`config.mk`:
```
export PLATFORM = sky130hd
export DESIGN_NAME = max_heap_priority_queue_core
export DESIGN_NICKNAME = d
export VERILOG_FILES = /design/src/rtl/core/mhpq_pkg.sv /design/src/rtl/core/max_heap_priority_queue_core.sv /design/src/rtl/core/mhpq_ram.sv /design/src/rtl/core/mhpq_cmp.sv
export SDC_FILE = /design/constraint.sdc
export NUM_CORES = 2
export LEC_CHECK = 0
export ABC_AREA = 1
export BUFFER_PORTS_ARGS = -buffer_cell sky130_fd_sc_hd__buf_2
export CORE_ASPECT_RATIO = 0.5
export CORE_MARGIN = 2
export CORE_UTILIZATION = 45
export CTS_CLUSTER_SIZE = 10
export DETAILED_ROUTE_END_ITERATION = 8
export PLACE_DENSITY_LB_ADDON = 0.15
export REMOVE_ABC_BUFFERS = 1
export SLEW_MARGIN = 20
export SYNTH_ARGS = -nofsm -noshare
export SYNTH_HDL_FRONTEND = slang
export SYNTH_SLANG_ARGS = --single-unit
```
`constraint.sdc`:
```
create_clock -name i_clk -period 7.3 [get_ports i_clk]
set_input_delay 1.095 -clock i_clk [delete_from_list [all_inputs] [get_ports i_clk]]
set_output_delay 1.095 -clock i_clk [all_outputs]
set_load 0.03 [all_outputs]
```
`src/rtl/core/mhpq_pkg.sv`:
```
// Package for the max-heap priority queue core.
// Holds operation and status codes, field types and parameter defaults.
// No dependencies.
`timescale 1ns / 1ps
`default_nettype none

package mhpq_pkg;

    localparam int OP_W     = 2;
    localparam int STATUS_W = 2;

    typedef logic [OP_W-1:0]     t_op;
    typedef logic [STATUS_W-1:0] t_status;

    localparam t_op OP_INSERT = 2'd0;
    localparam t_op OP_POP    = 2'd1;
    localparam t_op OP_REMOVE = 2'd2;

    localparam t_status ST_OK    = 2'd0;
    localparam t_status ST_EMPTY = 2'd1;
    localparam t_status ST_FULL  = 2'd2;

    localparam int DEF_CAPACITY     = 64;
    localparam int DEF_KEY_BITS     = 16;
    localparam int DEF_URGENCY_BITS = 16;

endpackage

`default_nettype wire

```
`src/rtl/core/max_heap_priority_queue_core.sv`:
```
// Max-heap priority queue core: sequencer over one RAM and one shared comparator.
// Insert climbs from the new last slot; pop moves the last entry to the root and
// sifts it down; remove scans all entries for the key, then sifts the moved entry.
// A new word is taken only once the previous result is loaded for output, and the
// RAM's single read port sets the pace.
// Sync active-low reset empties the heap, not the stores; uses mhpq_pkg/ram/cmp.
`timescale 1ns / 1ps
`default_nettype none

module max_heap_priority_queue_core #(
    parameter int CAPACITY     = mhpq_pkg::DEF_CAPACITY,
    parameter int KEY_BITS     = mhpq_pkg::DEF_KEY_BITS,
    parameter int URGENCY_BITS = mhpq_pkg::DEF_URGENCY_BITS
) (
    input  wire logic                                i_clk,
    input  wire logic                                i_rst_n,
    input  wire logic                                i_valid,
    output logic                                     o_stall,
    input  wire mhpq_pkg::t_op                       i_op,
    input  wire logic [KEY_BITS-1:0]                 i_key,
    input  wire logic signed [URGENCY_BITS-1:0]      i_urgency,
    output logic                                     o_valid,
    input  wire logic                                i_stall,
    output mhpq_pkg::t_status                        o_status,
    output logic [KEY_BITS-1:0]                      o_out_key,
    output logic signed [URGENCY_BITS-1:0]           o_out_urgency,
    output logic [$clog2(CAPACITY+1)-1:0]            o_entry_count
);

    import mhpq_pkg::*;

    localparam int CW = $clog2(CAPACITY + 1);
    localparam int PW = CW + 1;
    localparam int AW = $clog2(CAPACITY);
    localparam int EW = KEY_BITS + URGENCY_BITS;
    localparam logic [CW-1:0] CAP_N = CW'(CAPACITY);
    localparam logic [CW-1:0] ONE_N = CW'(1);

    localparam logic [3:0] S_IDLE     = 4'd0;
    localparam logic [3:0] S_POP_ROOT = 4'd1;
    localparam logic [3:0] S_POP_LAST = 4'd2;
    localparam logic [3:0] S_SCAN     = 4'd3;
    localparam logic [3:0] S_DN_RD_L  = 4'd4;
    localparam logic [3:0] S_DN_RD_R  = 4'd5;
    localparam logic [3:0] S_DN_SEL   = 4'd6;
    localparam logic [3:0] S_DN_CMP   = 4'd7;
    localparam logic [3:0] S_UP_RD    = 4'd8;
    localparam logic [3:0] S_UP_CMP   = 4'd9;
    localparam logic [3:0] S_DONE     = 4'd10;

    logic [3:0]                     r_state, n_state;
    logic [CW-1:0]                  r_n, n_n;
    logic [CW-1:0]                  r_p, n_p;
    logic [CW-1:0]                  r_c, n_c;
    logic [CW-1:0]                  r_scan, n_scan;
    logic [CW-1:0]                  r_found, n_found;
    logic                           r_moved, n_moved;
    logic [EW-1:0]                  r_v, n_v;
    logic [EW-1:0]                  r_ck, n_ck;
    logic [KEY_BITS-1:0]            r_qkey, n_qkey;
    t_status                        r_res_status, n_res_status;
    logic [KEY_BITS-1:0]            r_res_key, n_res_key;
    logic [URGENCY_BITS-1:0]        r_res_urg, n_res_urg;
    logic                           r_o_valid;
    t_status                        r_o_status;
    logic [KEY_BITS-1:0]            r_o_key;
    logic [URGENCY_BITS-1:0]        r_o_urg;
    logic [CW-1:0]                  r_o_count;

    logic                           ram_we;
    logic [AW-1:0]                  ram_waddr;
    logic [EW-1:0]                  ram_wdata;
    logic [AW-1:0]                  ram_raddr;
    logic [EW-1:0]                  ram_rdata;
    logic [URGENCY_BITS-1:0]        cmp_a, cmp_b;
    logic                           cmp_gt;

    logic                           in_acc;
    logic                           out_load;
    logic                           hit;
    logic [CW-1:0]                  found_nx;
    logic [CW-1:0]                  p_m1, par, par_m1, n_m1;
    logic [PW-1:0]                  pos_l, pos_r, pos_l_m1, n_ext;
    logic [AW-1:0]                  addr_p;

    mhpq_ram #(
        .WIDTH (EW),
        .DEPTH (CAPACITY)
    ) u_ram (
        .i_clk   (i_clk),
        .i_we    (ram_we),
        .i_waddr (ram_waddr),
        .i_wdata (ram_wdata),
        .i_raddr (ram_raddr),
        .o_rdata (ram_rdata)
    );

    mhpq_cmp #(
        .WIDTH (URGENCY_BITS)
    ) u_cmp (
        .i_a  ($signed(cmp_a)),
        .i_b  ($signed(cmp_b)),
        .o_gt (cmp_gt)
    );

    assign o_stall  = (r_state != S_IDLE);
    assign in_acc   = i_valid && !o_stall;
    assign out_load = (r_state == S_DONE) && (!r_o_valid || !i_stall);

    assign p_m1     = r_p - ONE_N;
    assign par      = r_p >> 1;
    assign par_m1   = par - ONE_N;
    assign n_m1     = r_n - ONE_N;
    assign pos_l    = {r_p, 1'b0};
    assign pos_r    = {r_p, 1'b1};
    assign pos_l_m1 = {p_m1, 1'b1};
    assign n_ext    = {1'b0, r_n};
    assign addr_p   = p_m1[AW-1:0];
    assign hit      = (ram_rdata[EW-1:URGENCY_BITS] == r_qkey);
    assign found_nx = hit ? r_scan : r_found;

    always_comb begin
        n_state      = r_state;
        n_n          = r_n;
        n_p          = r_p;
        n_c          = r_c;
        n_scan       = r_scan;
        n_found      = r_found;
        n_moved      = r_moved;
        n_v          = r_v;
        n_ck         = r_ck;
        n_qkey       = r_qkey;
        n_res_status = r_res_status;
        n_res_key    = r_res_key;
        n_res_urg    = r_res_urg;
        ram_we       = 1'b0;
        ram_waddr    = addr_p;
        ram_wdata    = r_v;
        ram_raddr    = '0;
        cmp_a        = r_ck[URGENCY_BITS-1:0];
        cmp_b        = r_v[URGENCY_BITS-1:0];
        case (r_state)
            S_IDLE: begin
                if (in_acc) begin
                    n_res_status = ST_OK;
                    n_res_key    = '0;
                    n_res_urg    = '0;
                    n_qkey       = i_key;
                    n_moved      = 1'b0;
                    case (i_op)
                        OP_INSERT: begin
                            if (r_n == CAP_N) begin
                                n_res_status = ST_FULL;
                                n_state      = S_DONE;
                            end else begin
                                n_n     = r_n + ONE_N;
                                n_p     = r_n + ONE_N;
                                n_v     = {i_key, i_urgency};
                                n_state = S_UP_RD;
                            end
                        end
                        OP_POP: begin
                            if (r_n == '0) begin
                                n_res_status = ST_EMPTY;
                                n_state      = S_DONE;
                            end else begin
                                n_state = S_POP_ROOT;
                            end
                        end
                        OP_REMOVE: begin
                            if (r_n == '0) begin
                                n_res_status = ST_EMPTY;
                                n_state      = S_DONE;
                            end else begin
                                n_scan  = ONE_N;
                                n_found = '0;
                                n_state = S_SCAN;
                            end
                        end
                        default: begin
                            n_state = S_DONE;
                        end
                    endcase
                end
            end
            S_POP_ROOT: begin
                n_res_key = ram_rdata[EW-1:URGENCY_BITS];
                n_res_urg = ram_rdata[URGENCY_BITS-1:0];
                ram_raddr = n_m1[AW-1:0];
                n_state   = S_POP_LAST;
            end
            S_POP_LAST: begin
                n_v     = ram_rdata;
                n_p     = ONE_N;
                n_n     = n_m1;
                n_state = (r_n == ONE_N) ? S_DONE : S_DN_RD_L;
            end
            S_SCAN: begin
                ram_raddr = r_scan[AW-1:0];
                n_scan    = r_scan + ONE_N;
                n_found   = found_nx;
                if (hit) begin
                    n_res_key = ram_rdata[EW-1:URGENCY_BITS];
                    n_res_urg = ram_rdata[URGENCY_BITS-1:0];
                end
                if (r_scan == r_n) begin
                    if (found_nx == '0) begin
                        n_res_status = ST_EMPTY;
                        n_state      = S_DONE;
                    end else begin
                        n_v     = ram_rdata;
                        n_p     = found_nx;
                        n_n     = n_m1;
                        n_state = (found_nx == r_n) ? S_DONE : S_DN_RD_L;
                    end
                end
            end
            S_DN_RD_L: begin
                if (pos_l > n_ext) begin
                    if (r_moved) begin
                        ram_we  = 1'b1;
                        n_state = S_DONE;
                    end else begin
                        n_state = S_UP_RD;
                    end
                end else begin
                    ram_raddr = pos_l_m1[AW-1:0];
                    n_state   = S_DN_RD_R;
                end
            end
            S_DN_RD_R: begin
                n_ck = ram_rdata;
                n_c  = pos_l[CW-1:0];
                if (pos_r <= n_ext) begin
                    ram_raddr = pos_l[AW-1:0];
                    n_state   = S_DN_SEL;
                end else begin
                    n_state = S_DN_CMP;
                end
            end
            S_DN_SEL: begin
                cmp_b = ram_rdata[URGENCY_BITS-1:0];
                if (!cmp_gt) begin
                    n_ck = ram_rdata;
                    n_c  = pos_r[CW-1:0];
                end
                n_state = S_DN_CMP;
            end
            S_DN_CMP: begin
                if (cmp_gt) begin
                    ram_we    = 1'b1;
                    ram_wdata = r_ck;
                    n_p       = r_c;
                    n_moved   = 1'b1;
                    n_state   = S_DN_RD_L;
                end else if (r_moved) begin
                    ram_we  = 1'b1;
                    n_state = S_DONE;
                end else begin
                    n_state = S_UP_RD;
                end
            end
            S_UP_RD: begin
                if (r_p == ONE_N) begin
                    ram_we  = 1'b1;
                    n_state = S_DONE;
                end else begin
                    ram_raddr = par_m1[AW-1:0];
                    n_state   = S_UP_CMP;
                end
            end
            S_UP_CMP: begin
                cmp_a = r_v[URGENCY_BITS-1:0];
                cmp_b = ram_rdata[URGENCY_BITS-1:0];
                ram_we = 1'b1;
                if (cmp_gt) begin
                    ram_wdata = ram_rdata;
                    n_p       = par;
                    n_state   = S_UP_RD;
                end else begin
                    n_state = S_DONE;
                end
            end
            S_DONE: begin
                if (out_load) begin
                    n_state = S_IDLE;
                end
            end
            default: begin
                n_state = S_IDLE;
            end
        endcase
    end

    always_ff @(posedge i_clk) begin
        if (!i_rst_n) begin
            r_state   <= S_IDLE;
            r_n       <= '0;
            r_o_valid <= 1'b0;
        end else begin
            r_state <= n_state;
            r_n     <= n_n;
            if (out_load) begin
                r_o_valid <= 1'b1;
            end else if (!i_stall) begin
                r_o_valid <= 1'b0;
            end
        end
    end

    always_ff @(posedge i_clk) begin
        r_p          <= n_p;
        r_c          <= n_c;
        r_scan       <= n_scan;
        r_found      <= n_found;
        r_moved      <= n_moved;
        r_v          <= n_v;
        r_ck         <= n_ck;
        r_qkey       <= n_qkey;
        r_res_status <= n_res_status;
        r_res_key    <= n_res_key;
        r_res_urg    <= n_res_urg;
        if (out_load) begin
            r_o_status <= r_res_status;
            r_o_key    <= r_res_key;
            r_o_urg    <= r_res_urg;
            r_o_count  <= r_n;
        end
    end

    assign o_valid       = r_o_valid;
    assign o_status      = r_o_status;
    assign o_out_key     = r_o_key;
    assign o_out_urgency = $signed(r_o_urg);
    assign o_entry_count = r_o_count;

    a_count_bound: assert property (@(posedge i_clk) disable iff (!i_rst_n)
        r_n <= CAP_N)
        else $error("entry count above capacity");

    a_busy_after_accept: assert property (@(posedge i_clk) disable iff (!i_rst_n)
        in_acc |=> o_stall)
        else $error("accepted word did not occupy the sequencer");

    a_full_count: assert property (@(posedge i_clk) disable iff (!i_rst_n)
        (o_valid && o_status == ST_FULL) |-> o_entry_count == CAP_N)
        else $error("full status without a full heap");

    a_fail_zero: assert property (@(posedge i_clk) disable iff (!i_rst_n)
        (o_valid && o_status != ST_OK) |-> (o_out_key == '0 && o_out_urgency == '0))
        else $error("failed operation returned an entry");

endmodule

`default_nettype wire

```
`src/rtl/core/mhpq_ram.sv`:
```
// Generic simple dual-port RAM: one write port, one read port, registered read.
// Uses no package.
`timescale 1ns / 1ps
`default_nettype none

module mhpq_ram #(
    parameter int WIDTH = 32,
    parameter int DEPTH = 64
) (
    input  wire logic                     i_clk,
    input  wire logic                     i_we,
    input  wire logic [$clog2(DEPTH)-1:0] i_waddr,
    input  wire logic [WIDTH-1:0]         i_wdata,
    input  wire logic [$clog2(DEPTH)-1:0] i_raddr,
    output logic      [WIDTH-1:0]         o_rdata
);

    logic [WIDTH-1:0] r_mem [DEPTH];

    always_ff @(posedge i_clk) begin
        if (i_we) begin
            r_mem[i_waddr] <= i_wdata;
        end
        o_rdata <= r_mem[i_raddr];
    end

endmodule

`default_nettype wire

```
`src/rtl/core/mhpq_cmp.sv`:
```
// Shared signed urgency comparator used by every sift step.
// Uses no package.
`timescale 1ns / 1ps
`default_nettype none

module mhpq_cmp #(
    parameter int WIDTH = 16
) (
    input  wire logic signed [WIDTH-1:0] i_a,
    input  wire logic signed [WIDTH-1:0] i_b,
    output logic                         o_gt
);

    assign o_gt = (i_a > i_b);

endmodule

`default_nettype wire

```
-- Word-level counts from Yosys, hierarchy flattened
Memory sizes are Yosys's and may differ from the RTL's. A register that Yosys moved wholly into a read port is not among the register bits.
Cells that the tools add are included.
- flip-flop bits (word level): 196
- bits in latches: 0
- memory bits (writable): 2048
- memory bits (read-only): 0
- input port bits: 38
- output and inout port bits: 43
- logic and storage cells: 167
- memories kept: 1
- memory list (name ; words ; width ; read ports ; clocked after Yosys merged registers in ; write ports ; RTL line ; text):
    u_ram.r_mem ; 64 ; 32 ; 1 ; 1 ; 1 ; mhpq_ram.sv:18 ; logic [WIDTH-1:0] r_mem [DEPTH];
- add/sub/neg operators: 5
- multipliers: 0
- divide/modulo/power cells: 0
- order comparisons: 3
- equal/unequal tests: 32
- shift-type cells: 0
- muxes and demuxes: 80
- bitwise logic cells: 0
- reductions and logical operators: 28
- operator list (kind ; number):
    2-to-1 mux 32 bit ; 8
    case mux 32 bit (2 select lines) ; 2
    2-to-1 mux 7 bit ; 17
    case mux 16 bit (3 select lines) ; 2
    case mux 32 bit (3 select lines) ; 1
    2-to-1 mux 16 bit ; 5
    case mux 4 bit (11 select lines) ; 1
    case mux 7 bit (2 select lines) ; 3
    2-to-1 mux 4 bit ; 10
    case mux 7 bit (5 select lines) ; 1
    case mux 6 bit (5 select lines) ; 1
    inequality test 2 bit (second input constant) ; 11
    case mux 7 bit (3 select lines) ; 1
    2-to-1 mux 6 bit ; 3
    == test 16 bit ; 1
    == test 4 x 3 -> 1 bit (second input constant) ; 4
    greater-than comparator 16 bit ; 1
    2-to-1 mux 2 bit ; 8
    adder 7 x 1 -> 7 bit (second input constant) ; 2
    == test 7 x 1 -> 1 bit (second input constant) ; 2
    == test 7 bit ; 2
    zero test 7 bit ; 2
    == test 4 bit (second input constant) ; 3
    2-to-1 mux 1 bit ; 12
    29 further kinds ; 45

-- Depth between registers and ports, before layout
- word-level depth: 8
- mapped depth: 24
- gate-level depth less buffers: 23

-- Cells and area by module
From an unflattened synthesis, not the netlist that was laid out.
- cell total of the unflattened synthesis: 7880
- area, all modules: 93050.5 um^2
- modules (own cells, without submodules) (module ; times used ; cells each ; area an instance (um^2) ; sequential area each (um^2)):
    mhpq_ram ; 1 ; 6779 ; 82784.4 ; 62139.6
    max_heap_priority_queue_core ; 1 ; 1026 ; 9815.7 ; 5765.5
    mhpq_cmp ; 1 ; 75 ; 450.4 ; 0.0

-- Worst setup path before layout
Ideal clock, no wire load.
- path kind: register to register
- from: register r_state[3]
- to: register r_c[0], enable pin
- library setup time: 489 ps
- data arrival time: 5453 ps
- required time: 6811 ps
- slack: 1358 ps
- stages on the path, launching flop included: 20
- path buffers: 2
- period minus slack after synthesis: 5942 ps
- path through: dfxtp_1 inv_2 nor2_2 inv_1 nor2_1 inv_2 nand2_1 buf_1 nand2_1 o21ai_0 ha_1 a21oi_1 o21a_1 nor2_1 nor2_1 nand3_1 nand3_1 inv_1 clkbuf_1 o21ai_0
- longest elaborated chain between the ends: 6
- elaborated cells between the ends (all ways): 10
- classes of those cells: order compare: 1; eq/ne: 4; mux: 2; reduce/logical: 3
- ends and longest elaborated chain (item ; RTL line ; text):
    start: declaration ; max_heap_priority_queue_core.sv:51 ; logic [3:0] r_state, n_state;
    start signal: assignment ; max_heap_priority_queue_core.sv:301 ; r_state <= n_state;
    == test 4 bit or == test 4 x 3 -> 1 bit (tied branches) ; max_heap_priority_queue_core.sv:142 ; case (r_state)
    OR reduction 2 bit (no source line) ; -- ;
    2-to-1 mux 16 bit ; max_heap_priority_queue_core.sv:142 ;
    greater-than comparator 16 bit ; mhpq_cmp.sv:14 ; assign o_gt = (i_a > i_b);
    inequality test 2 bit (no source line) ; -- ;
    AND reduction 2 bit (no source line) (*) ; -- ;
    end signal: assignment ; max_heap_priority_queue_core.sv:313 ; r_c <= n_c;
    end: declaration ; max_heap_priority_queue_core.sv:54 ; logic [CW-1:0] r_c, n_c;
Every way passes the cells marked *; elsewhere a longest branch is shown, timed or not.
A chain may end at the register's enable or synchronous reset.

-- Final worst setup path
- from: register r_state[1]
- to: memory u_ram.r_mem[2][10], enable pin
- longest elaborated chain between the ends: 8
- elaborated cells between the ends (all ways): 13
- classes of those cells: order compare: 1; eq/ne: 5; mux: 6; reduce/logical: 1
- ends and longest elaborated chain (item ; RTL line ; text):
    == test 4 bit or == test 4 x 3 -> 1 bit (tied branches) ; max_heap_priority_queue_core.sv:142 ;
    OR reduction 2 bit (no source line) ; -- ;
    2-to-1 mux 16 bit ; max_heap_priority_queue_core.sv:142 ;
    greater-than comparator 16 bit ; mhpq_cmp.sv:14 ;
    2-to-1 mux 1 bit ; max_heap_priority_queue_core.sv:250 ; if (cmp_gt) begin
    case mux 1 bit (4 select lines) (*) ; max_heap_priority_queue_core.sv:142 ;
    2-to-1 mux 1 bit (*) ; mhpq_ram.sv:21 ; if (i_we) begin
    2-to-1 mux 1 bit (not written as such) (*) ; mhpq_ram.sv:22 ; r_mem[i_waddr] <= i_wdata;
    end: declaration ; mhpq_ram.sv:18 ;
Marks and branches as above.

==> run metrics <==
Max Root-Sink Buffers=4; Crit Path Max Fanout=32; R2R Path Start=r_state[1]; worst-path cell chain=inv_1 -> nor2_1 -> inv_1 -> nor2_1 -> inv_1 -> nand2_1 -> buf_4 -> o21ai_0 -> ha_1 -> a21oi_1 -> o21ai_0 -> nand2_1 -> o211ai_1 -> nand2_1 -> nand2_1 -> nand2_1 -> nand3_1 -> nor2_2 -> buf_4 -> inv_1 -> nand4_1 -> nand4_1 -> buf_4 -> nor2_4; worst-skew pair later-pin latency=approximately 0.83 ns; Post-Synth Adder-Cell Area=less than 1%; dpl cells=between 10,000 and 15,000; Critical Path End Type=flop; Synth area leaders=edfxtp_1 72%, nand3_1 11%, nand2_1 10%, buf_2 1.9%, dfxtp_1 0.95%; CTS resizes=0; Cell Area, Placed=around 97,000 µm²; Port Buffer Count=80; total track usage=25.6%; Yosys reg bits=between 2,000 and 2,500; clock-pin slew on the worst setup and hold paths=roughly 0.060 ns; Final min period=5.90 ns; Area Growth Syn to Fin=12.2%; syn_area_per_cell=11.8 µm²; routed vias/inst=about 5.7; f_max=169 MHz; largest family of logic cells by synthesized area=simple AND/OR/NAND/NOR gates; final setup vio count=0; DR pass1 iterations=8; Hold Vio Cnt, Final=0; worst path required time=roughly 7.7 ns; Layout Utilization=between 50% and 60%; main flop type after synthesis=edfxtp_1; IO Pins=between 80 and 90; vias in the first global route=around 58,000; WL final=between 200 and 300 mm; Setup crit start=r_state[1]; Core Area=a little over 200,000 µm²; Synth Area in XOR/XNOR=less than 1%; hold path cells=0; htree depth=5; crit path kind=reg -> reg; final worst-path cycle share=roughly 81%; cell taking the most area after synthesis=edfxtp_1; P_leak=roughly 0.037 µW; Arr. time, crit path=around 6.3 ns; post-route antenna net violation count=0; vias after detailed routing=between 60,000 and 70,000; cell count after synthesis=just under 8,000; CP peak stage delay=0.84 ns; Routability Congestion=approximately 0.9; Least-Margin Pin Slew=about 1.1 ns; Cell variety after synth=between 40 and 50; grt total ovfl=0; Synth Area in Compound Gates=between 1 and 1.5%; setup total negative slack=0 ns; fin area=about 100,000 µm²; R2R Setup Slk=roughly 1.4 ns; share of layout cells above drive strength 1=roughly 9.0%; cell mode on critical path=nand2_1; Min-Delay Path Class=reg -> reg; Setup Fix Bufs, Post-CTS=0; TritonCTS clock tree=done; DRC=0; clk sinks=~2,300; first-pass GRT wire length=about 400 mm; chip height=approximately 330 µm; total CTS buffers=approximately 270; max-slew violations=0; Die ar.=approximately 210,000 µm²; hold path start=r_res_key[10]; Chip Width=between 600 and 700 µm; post-synth top area share=72.1%; Worst Setup Start Kind=flop; most common cell after layout, fill and taps aside=nand2_1; PwrDens=around 470 nW/µm²; fraction of registers with async set/reset=0%; Post-Syn Area=93,000 µm²; simple-gate portion of the synthesized area=21.8%; maximum VDD drop=between 0.3 and 0.4 mV; Final Non-Filler Cells=10,800; final setup skew=0.0585 ns; Slowest-stage cell, CP=nor2_4; drt first-iter violations=between 7,000 and 8,000; proportion of synthesized area in mux cells=0%; Reg2Reg Depth=24; largest net degree at the start of global routing=174; RR Endpoint=u_ram.r_mem[2][10]; Initial Utilization=between 40 and 50%; drt wl/cell=~25 µm; RSZ-0062 raised after global routing=no; Ys Warns=0; DP Wirelength=around 160 mm; commonest non-fill, non-tap cells in the layout=2,516 x nand2_1, 2,232 x edfxtp_1, 1,962 x nand3_1, 275 x clkbuf_16, 164 x buf_4; Worst Hold Path EP=o_out_key[10]; clock root buffer=clkbuf_16; filler cell count in the final layout=between 15,000 and 20,000; initial antenna violation count=25; worst rel slew slack=between 20% and 30%; Max-Cap Viols=0; post-synthesis sequential area ratio=between 70 and 80%; nets=around 8,000; hold buffer count at cts=0; EDFF count, synth=~2,200; run status=completed; row cnt=117
## layout make-up
| type | instances | area [µm²] | share of cell area (%) |
|---|---|---|---|
| diodes | 9 | 22.5 | 0.0216 |
| clock buffers | 339 | 7120 | 6.82 |
| clock inverters | 12 | 120 | 0.115 |
| inverters | 171 | 678 | 0.650 |
| multi-input cells | 4961 | 22700 | 21.7 |
| flip-flops and latches | 2276 | 67900 | 65.1 |
| well taps | 2737 | 3420 | 3.28 |
| repair buffers | 283 | 2430 | 2.33 |
## power breakdown
part,total [µW],leakage [µW],switching [µW],internal (µW)
logic,19600,0.0129,15000,4510
registers,17300,0.0205,429,16900
clock network,11700,0.00352,4980,6770
total,48600,0.0370,20400,28100
## Yosys cell counts (17+ instances only)
library cell  count
ha_1             35
xor2_1           17
inv_2            23
o21ai_0         101
o22ai_1          20
nor2_1          163
dfxtp_1          44
a21oi_1          48
nand2_1        2517
buf_1            21
inv_1           145
buf_4            19
clkbuf_1         64
buf_2           358
edfxtp_1       2232
nand3_1        1979
## stage by stage
| stage | hold slack (ns) | worst slack (ns) | power [µW] |
|---|---|---|---|
| 3_3_place_gp | 0.402 | 1.29 | 36600 |
| 4_1_cts | 0.413 | 1.39 | 48500 |
| 3_5_place_dp | 0.405 | 1.40 | 36800 |
| 5_1_grt | 0.414 | 0.909 | 51000 |
| 6_report | 0.407 | 1.40 | 48600 |
| 2_1_floorplan | 0.400 | -18.12 | 28800 |
## metal layers
layer	GRT usage (%)	part of all wire, %	wire [µm]	up-vias
met1	38.5	45	123000	30400
met3	6.61	10	27300	363
met4	5.92	2.1	5680	6
met2	37.1	43	118000	2542
li1	-	-	-	28000
met5	1.06	0.12	333	-
## registers in the layout (all words and copies together), names as in the netlist, 4 cells and up
signal,count
o_entry_count,7
o_out_key,16
o_out_urgency,16
r_c,7
r_ck,32
r_found,7
r_n,7
r_p,7
r_qkey,16
r_res_key,16
r_res_urg,16
r_scan,7
r_state,4
r_v,32
u_ram.o_rdata,32
u_ram.r_mem,2048
## how the worst max path moves through the flow
stage / endpoint / slack [ns] / depth (start not counted)
after floorplan: u_ram.o_rdata[13] / -18.12 / 16
after global placement: u_ram.r_mem[2][15] / 1.29 / 24
after detailed placement: u_ram.r_mem[3][6] / 1.40 / 24
after CTS: u_ram.r_mem[3][5] / 1.39 / 24
after global routing: u_ram.r_mem[59][2] / 0.91 / 25
final: u_ram.r_mem[2][10] / 1.40 / 24
## critical path: cells and delay by family, from the launching register on
kind            cells  cell delay (ns)
compound gates      4             0.47
simple gates       12             2.90
flops               1             0.42
fa+ha+maj           1             0.32
buf+inv             7             1.38
## cell families (layout without fill, tap and decap cells)
group,after synthesis,count (layout)
simple gates,4710,4710
flops,2276,2276
buf+inv,648,805
compound gates,197,197
fa+ha+maj,35,35
xor+xnor,19,19
other cells,0,9
No activity file was read; power rests on OpenSTA's default activity.
